### src/rtl/evad_pkg.sv
`timescale 1ns / 1ps

package evad_pkg;

  // Register map: register i sits at byte address 4*i.
  typedef enum logic [2:0] {
    REG_ON_MARGIN   = 3'd0,
    REG_MIN_LEVEL   = 3'd1,
    REG_ONSET_FRMS  = 3'd2,
    REG_MAX_SPEECH  = 3'd3,
    REG_UP_RATE     = 3'd4,
    REG_DOWN_RATE   = 3'd5
  } reg_idx_t;

  localparam int unsigned ADDR_W   = 5;
  localparam int unsigned LEVEL_W  = 16;  // log10 level, Q3.12
  localparam int unsigned DB_W     = 21;  // 20 * level, Q.12 dB
  localparam int unsigned FLOOR_W  = 22;  // noise floor, Q.12 dB
  localparam int unsigned MARGIN_W = 19;
  localparam int unsigned MINLVL_W = 21;
  localparam int unsigned COUNT_W  = 16;
  localparam int unsigned RATE_W   = 16;

  localparam logic signed [FLOOR_W:0] FLOOR_MAX = (FLOOR_W+1)'(2097151);
  localparam logic signed [FLOOR_W:0] FLOOR_MIN = -(FLOOR_W+1)'(2097152);

  typedef logic signed [DB_W-1:0]    db_t;
  typedef logic signed [FLOOR_W-1:0] floor_t;
  typedef logic [COUNT_W-1:0]        count_t;
  typedef logic [RATE_W-1:0]         rate_t;

endpackage

### src/rtl/energy_vad_onset_detector_core.sv
`timescale 1ns / 1ps

// An accepted input word passes through the input register, then the classify/track
// stage that loads the output register. Throughput: one word per cycle while the
// result side keeps up; the floor and run count update in a single pass.
// Reset (rst_n low, synchronous): registers return to their defaults, the tracker
// is cleared (floor zero, run count zero, not seeded) and both channels empty.
module energy_vad_onset_detector_core (
  input  logic                          clk,
  input  logic                          rst_n,
  // Input stream
  input  logic                          in_tvalid,
  output logic                          in_tready,
  input  logic [15:0]                   in_tdata,   // [15:0] log_level (signed Q3.12)
  input  logic [0:0]                    in_tuser,   // [0] action (1 = restart)
  // Result stream
  output logic                          out_tvalid,
  input  logic                          out_tready,
  output logic [7:0]                    out_tdata,  // [0] onset, [1] speech, [7:2] zero
  // Configuration port
  input  logic                          cfg_psel,
  input  logic                          cfg_penable,
  input  logic                          cfg_pwrite,
  input  logic [evad_pkg::ADDR_W-1:0]   cfg_paddr,
  input  logic [31:0]                   cfg_pwdata,
  output logic [31:0]                   cfg_prdata,
  output logic                          cfg_pready
);

  // ---------------------------------------------------------------------------
  // Configuration registers
  // ---------------------------------------------------------------------------
  logic [evad_pkg::MARGIN_W-1:0]        on_margin_r;
  logic signed [evad_pkg::MINLVL_W-1:0] min_level_r;
  evad_pkg::count_t                     onset_frames_r;
  evad_pkg::count_t                     max_speech_r;
  evad_pkg::rate_t                      up_rate_r;
  evad_pkg::rate_t                      down_rate_r;

  logic               cfg_wr;
  evad_pkg::reg_idx_t cfg_idx;

  assign cfg_pready = 1'b1;
  assign cfg_wr     = cfg_psel & cfg_penable & cfg_pwrite & cfg_pready;
  // The low two address bits select a byte within the word and are ignored.
  assign cfg_idx    = evad_pkg::reg_idx_t'(cfg_paddr[4:2]);

  always_ff @(posedge clk) begin
    if (!rst_n) begin
      on_margin_r    <= evad_pkg::MARGIN_W'(40960);
      min_level_r    <= -evad_pkg::MINLVL_W'(204800);
      onset_frames_r <= evad_pkg::COUNT_W'(3);
      max_speech_r   <= evad_pkg::COUNT_W'(100);
      up_rate_r      <= evad_pkg::RATE_W'(655);
      down_rate_r    <= evad_pkg::RATE_W'(6554);
    end else if (cfg_wr) begin
      case (cfg_idx)
        evad_pkg::REG_ON_MARGIN:  on_margin_r    <= cfg_pwdata[evad_pkg::MARGIN_W-1:0];
        evad_pkg::REG_MIN_LEVEL:  min_level_r    <= cfg_pwdata[evad_pkg::MINLVL_W-1:0];
        evad_pkg::REG_ONSET_FRMS: onset_frames_r <= cfg_pwdata[evad_pkg::COUNT_W-1:0];
        evad_pkg::REG_MAX_SPEECH: max_speech_r   <= cfg_pwdata[evad_pkg::COUNT_W-1:0];
        evad_pkg::REG_UP_RATE:    up_rate_r      <= cfg_pwdata[evad_pkg::RATE_W-1:0];
        evad_pkg::REG_DOWN_RATE:  down_rate_r    <= cfg_pwdata[evad_pkg::RATE_W-1:0];
        default: ;
      endcase
    end
  end

  // Reads return the register value; the minimum level comes back sign-extended.
  always_comb begin
    case (cfg_idx)
      evad_pkg::REG_ON_MARGIN:  cfg_prdata = {13'd0, on_margin_r};
      evad_pkg::REG_MIN_LEVEL:  cfg_prdata = {{11{min_level_r[evad_pkg::MINLVL_W-1]}},
                                              min_level_r};
      evad_pkg::REG_ONSET_FRMS: cfg_prdata = {16'd0, onset_frames_r};
      evad_pkg::REG_MAX_SPEECH: cfg_prdata = {16'd0, max_speech_r};
      evad_pkg::REG_UP_RATE:    cfg_prdata = {16'd0, up_rate_r};
      evad_pkg::REG_DOWN_RATE:  cfg_prdata = {16'd0, down_rate_r};
      default:                  cfg_prdata = 32'd0;
    endcase
  end

  // ---------------------------------------------------------------------------
  // Handshake. The input register takes a new word whenever it is empty or its
  // word moves on this cycle; it moves on whenever the output register is empty
  // or its word is being taken. So a word enters every cycle while the result
  // side keeps up.
  // ---------------------------------------------------------------------------
  logic s1_valid_r;
  logic out_valid_r;
  logic advance;
  logic s1_fire;
  logic in_fire;

  assign advance   = ~out_valid_r | out_tready;
  assign in_tready = ~s1_valid_r | advance;
  assign in_fire   = in_tvalid & in_tready;
  assign s1_fire   = s1_valid_r & advance;

  // ---------------------------------------------------------------------------
  // Input register. The dB conversion (20 * level = 16x + 4x) is done on the
  // way in so the tracking stage starts from a ready dB value.
  // ---------------------------------------------------------------------------
  evad_pkg::db_t lvl_ext;
  evad_pkg::db_t db_in;
  evad_pkg::db_t s1_db_r;
  logic          s1_restart_r;

  assign lvl_ext = {{(evad_pkg::DB_W-evad_pkg::LEVEL_W){in_tdata[15]}}, in_tdata};
  assign db_in   = (lvl_ext <<< 4) + (lvl_ext <<< 2);

  always_ff @(posedge clk) begin
    if (!rst_n) begin
      s1_valid_r <= 1'b0;
    end else if (in_tready) begin
      s1_valid_r <= in_tvalid;
    end
  end

  always_ff @(posedge clk) begin
    if (in_fire) begin
      s1_db_r      <= db_in;
      s1_restart_r <= in_tuser[0];
    end
  end

  // ---------------------------------------------------------------------------
  // Classify and track. All comparisons are done at 24 bits signed, which
  // holds the floor plus the largest margin without overflow.
  // ---------------------------------------------------------------------------
  evad_pkg::floor_t floor_r;
  evad_pkg::count_t run_r;
  logic             seeded_r;

  evad_pkg::floor_t        floor_eff;
  logic signed [23:0]      db_w;
  logic signed [23:0]      floor_w;
  logic signed [23:0]      thresh_w;
  logic signed [23:0]      min_w;
  logic                    speech;
  logic                    run_sat;
  evad_pkg::count_t        run_inc;
  evad_pkg::count_t        run_upd;
  logic                    onset;
  logic                    track_en;
  evad_pkg::rate_t         rate_sel;
  logic signed [16:0]      rate_s;
  logic signed [22:0]      diff;
  logic signed [39:0]      prod;
  logic signed [23:0]      step;
  logic signed [24:0]      sum;
  evad_pkg::floor_t        tracked;
  evad_pkg::floor_t        floor_upd;

  // An unseeded tracker takes the current frame as its floor.
  assign floor_eff = seeded_r ? floor_r
                              : {{(evad_pkg::FLOOR_W-evad_pkg::DB_W){s1_db_r[evad_pkg::DB_W-1]}},
                                 s1_db_r};

  assign db_w     = {{(24-evad_pkg::DB_W){s1_db_r[evad_pkg::DB_W-1]}}, s1_db_r};
  assign floor_w  = {{(24-evad_pkg::FLOOR_W){floor_eff[evad_pkg::FLOOR_W-1]}}, floor_eff};
  assign thresh_w = floor_w + {{(24-evad_pkg::MARGIN_W){1'b0}}, on_margin_r};
  assign min_w    = {{(24-evad_pkg::MINLVL_W){min_level_r[evad_pkg::MINLVL_W-1]}},
                     min_level_r};

  assign speech = (db_w > thresh_w) && (db_w > min_w);

  // The run count saturates; onset fires only on an actual step to the target.
  assign run_sat = &run_r;
  assign run_inc = run_r + evad_pkg::COUNT_W'(1);
  assign run_upd = speech ? (run_sat ? run_r : run_inc) : '0;
  assign onset   = speech && !run_sat && (run_inc == onset_frames_r);

  // Outside speech the floor always tracks; within a long run it creeps up.
  assign track_en = !speech || (run_upd > max_speech_r);
  assign rate_sel = (!speech && (db_w < floor_w)) ? down_rate_r : up_rate_r;

  // floor += (rate * (db - floor)) >>> 16, then saturate to the floor width.
  assign rate_s = {1'b0, rate_sel};
  assign diff   = db_w[22:0] - floor_w[22:0];
  assign prod   = rate_s * diff;
  assign step   = prod[39:16];
  assign sum    = {floor_w[23], floor_w} + {step[23], step};

  always_comb begin
    if (sum > evad_pkg::FLOOR_MAX) begin
      tracked = evad_pkg::FLOOR_MAX[evad_pkg::FLOOR_W-1:0];
    end else if (sum < evad_pkg::FLOOR_MIN) begin
      tracked = evad_pkg::FLOOR_MIN[evad_pkg::FLOOR_W-1:0];
    end else begin
      tracked = sum[evad_pkg::FLOOR_W-1:0];
    end
  end

  assign floor_upd = track_en ? tracked : floor_eff;

  // Tracker state; a restart word clears it and reports neither speech nor onset.
  always_ff @(posedge clk) begin
    if (!rst_n) begin
      floor_r  <= '0;
      run_r    <= '0;
      seeded_r <= 1'b0;
    end else if (s1_fire) begin
      if (s1_restart_r) begin
        floor_r  <= '0;
        run_r    <= '0;
        seeded_r <= 1'b0;
      end else begin
        floor_r  <= floor_upd;
        run_r    <= run_upd;
        seeded_r <= 1'b1;
      end
    end
  end

  // ---------------------------------------------------------------------------
  // Output register
  // ---------------------------------------------------------------------------
  logic onset_r;
  logic speech_r;

  always_ff @(posedge clk) begin
    if (!rst_n) begin
      out_valid_r <= 1'b0;
    end else if (advance) begin
      out_valid_r <= s1_valid_r;
    end
  end

  always_ff @(posedge clk) begin
    if (s1_fire) begin
      onset_r  <= onset & ~s1_restart_r;
      speech_r <= speech & ~s1_restart_r;
    end
  end

  assign out_tvalid = out_valid_r;
  assign out_tdata  = {6'd0, speech_r, onset_r};

endmodule

### config.mk
export PLATFORM = sky130hd
export DESIGN_NAME = energy_vad_onset_detector_core
export DESIGN_NICKNAME = d
export VERILOG_FILES = /design/src/rtl/evad_pkg.sv /design/src/rtl/energy_vad_onset_detector_core.sv
export SDC_FILE = /design/constraint.sdc
export NUM_CORES = 2
export LEC_CHECK = 0
export BUFFER_PORTS_ARGS = -buffer_cell sky130_fd_sc_hd__buf_2
export CORE_MARGIN = 3
export CORE_UTILIZATION = 37
export DETAILED_ROUTE_END_ITERATION = 12
export SLEW_MARGIN = 20
export SYNTH_ARGS = -nofsm -noshare
export SYNTH_HDL_FRONTEND = slang
export SYNTH_SLANG_ARGS = --single-unit
### constraint.sdc
create_clock -name clk -period 14.25 [get_ports clk]
set_input_delay 0 -clock clk [delete_from_list [all_inputs] [get_ports clk]]
set_output_delay 0 -clock clk [all_outputs]
set_load 0.005 [all_outputs]
==> results_dict.tcl <==
set metrics [dict create \
    maxSlewHeadroom_pct 21.9 \
    fin_max_slew_vios 0 \
    worst-path-max-fanout 24 \
    detail_route.wl_per_cell_um 17.9 \
    fin_skew_ps 14.0 \
    setup_ws_ps 847 \
    final_layout_size_suffix_gt1_share_pct 7.91 \
    cts.sink_count 167 \
    crit_path_end_kind "flop" \
    cts_tree "yes" \
    maxCapViolations 0 \
    area_growth_pct 9.63 \
    drt_first_pass_iters 5 \
    die_area_um2 72800 \
    drc 0 \
    core_um2 68800 \
    cts-buffers-inserted 17 \
    final_min_period_over_clock_period_pct 94.1 \
    post-synth-top-area-fraction_pct 28.2 \
    initial_core_util_pct 37.4 \
    post-dp-hpwl_mm 57.4 \
    grt_max_degree 106 \
    vias_per_cell 5.10 \
    clk_latency_ps 450 \
    cpMaxStageDelayCell "or4_1" \
    synth.yosys.warnings 0 \
    clk_transition_reported_paths_ps 70 \
    core.rowCount 96 \
    yosys.cell_count.top_type "inv_1" \
    layout_net_count 3772 \
    ioPinCount 104 \
    portBuffers 83 \
    yosysTopAreaCell "fa_1" \
    outcome "completed" \
    worst-r2r-setup-slack_ps 850 \
    postRouteWirelength_mm 72.6 \
    synth_enable_flop_cells 22 \
    clk_path_buf_depth 2 \
    gr-usage-all-layers_pct 19.7 \
    finalWeightedCongestion 0.876 \
    crit_path_frequent_cell "fa_1" \
    overflow 0 \
    vias 20700 \
    pre_cts_ws_ps 376 \
    die-height_um 270 \
    route.antenna.remaining_nets 0 \
    final-setup-viol-count 0 \
    timing.setup.critical_path_class "flop to flop" \
    synth.top_cells.by_area "fa_1 28%, ha_1 12%, dfxtp_1 11%, inv_1 7.5%, nand2_1 7.0%" \
    antenna_found_initial 0 \
    dieWidth_um 270 \
    synthesis.instances 3045 \
    critical-path-max-stage-delay_ps 620 \
    final_period_minus_worst_setup_slack_ps 13400 \
    syn-cell-area_um2 25800 \
    synth.avg_cell_area_um2 8.46 \
    synth_commonest_cells "513 x inv_1, 482 x nand2_1, 363 x fa_1" \
    h-tree-depth 4 \
    timing.fmax_ghz 0.0746 \
    synth-seq-cells 167 \
    cts.root.buffer_cell "clkbuf_16" \
    critical_path_required_ps 14620 \
    grt_pass1_wl_mm 115 \
    number_of_global_route_vias_before_repair 20800 \
    drtIter0Drc 1399 \
    final-hold-violation-count 0 \
    synth-main-ff-cell "dfxtp_1" \
    netlist-cell-type-count 80 \
    worstHoldPathType "input pin to flop" \
    worst_pin_slew_ps 1170 \
    num_antenna_cells 0 \
    async_flop_share_pct 0 \
    worstSetupStartpointType "flop" \
    synth.yosys.seq_area_share_pct 13.8 \
    critical_path_arrival_ps 13780 \
]
-- cell usage in the layout, fill, tap and decap left out, types with 5 or more instances in the layout --
master         synthesis  layout
a211o_1                6       6
a211oi_1              11      10
a21boi_0              81      81
a21o_1                60      60
a21oi_1              122     121
a22oi_1               64      64
a31oi_1                8       5
and2_1                38      38
and3_1                15      15
and4_1                 8       8
buf_2                 25      83
buf_4                 25      54
clkbuf_16              0      17
conb_1                 2       7
dfxtp_1              145     145
dlygate4sd3_1          0      35
edfxtp_1              22      22
fa_1                 363     362
ha_1                 237     237
inv_1                513     512
mux2_2                18      20
mux2_4                11      11
mux2i_1                8       7
nand2_1              482     482
nand2b_1              16      16
nand3_1               67      67
nand4_1               18      18
nor2_1               177     176
nor2b_1               38      38
nor3_1                28      27
o211ai_1              13      13
o21a_1                12      12
o21ai_0               75      73
o21ai_1                9      11
o21bai_1              12      12
xnor2_1               93      88
xnor2_2                0       5
xor2_1                56      53
-- worst max-delay path: cells and delay by family (launching register included) --
kind	cells	cell delay, ps
xor gates and xnor gates	2	400
adders and majority gates	10	4330
AOI/OAI and AO/OA	19	3810
DFF	1	490
and+or+nand+nor	12	2710
buffers and inverters	6	760
muxes	2	790
-- area by class of cell --
cell class	instances	area, um^2
fillers	6939	40600
multi-input cells	2237	19800
flip-flops and latches	167	3560
inverters	514	1930
repair buffers	174	1200
well taps	931	1160
clock buffers	19	443
clock inverters	13	135
-- metrics by stage --
step	instance area (um^2)	utilization, %	setup TNS [ps]	instances	hold WS [ps]
finish	28200	41.0	0	4055	18.2
floorplan	25800	-	0	3050	98.9
detailed placement	27100	39.4	0	3974	181
global placement	27100	39.4	0	3974	180
global route	28200	41.0	-88.7	4055	67.9
CTS	28000	40.7	0	4041	8.85
-- path summary, 6_finish.rpt --
check | start | cells past startpoint | end
min reg2reg | floor_r[5] | 2 | floor_r[5]
min | in_tdata[5] | 3 | s1_db_r[7]
max | s1_db_r[2] | 51 | floor_r[16]
max reg2reg | s1_db_r[2] | 51 | floor_r[16]
-- kinds of logic after synthesis --
kind of cell | Yosys count | synth area share (%)
AO/OA/AOI/OAI | 517 | 13.4
adder cells (fa/ha/maj) | 601 | 39.8
flip-flops | 167 | 13.8
other | 2 | 0.0292
multiplexers | 42 | 2.07
buffers and inverters | 648 | 10.1
XOR/XNOR | 149 | 5.07
AND/OR/NAND/NOR | 919 | 15.7
-- routing by layer --
layer  GRT usage (%)  wire (um)
met1            27.4      33100
met4            5.99       2310
met3            1.79       3640
met2            32.7      33500
met5               0          0
-- registers in the layout, indices dropped and copies added (netlist names) --
name            cells
seeded_r            1
out_tvalid          1
s1_valid_r          1
floor_r            22
run_r              16
onset_r             1
on_margin_r        19
s1_restart_r        1
max_speech_r       16
onset_frames_r     16
speech_r            1
min_level_r        21
down_rate_r        16
up_rate_r          16
s1_db_r            19
-- repair_timing --
item / CTS / global route
endpoints found under the hold margin: 128 / 0
endpoints found under the setup margin: 0 / 22
setup buffers: 0 / 12
hold buffers: 35 / 0
resized for setup: 0 / 17
Power is not shown: default switching activity piles up to over one toggle a cycle in this logic, so the estimate is an artifact.
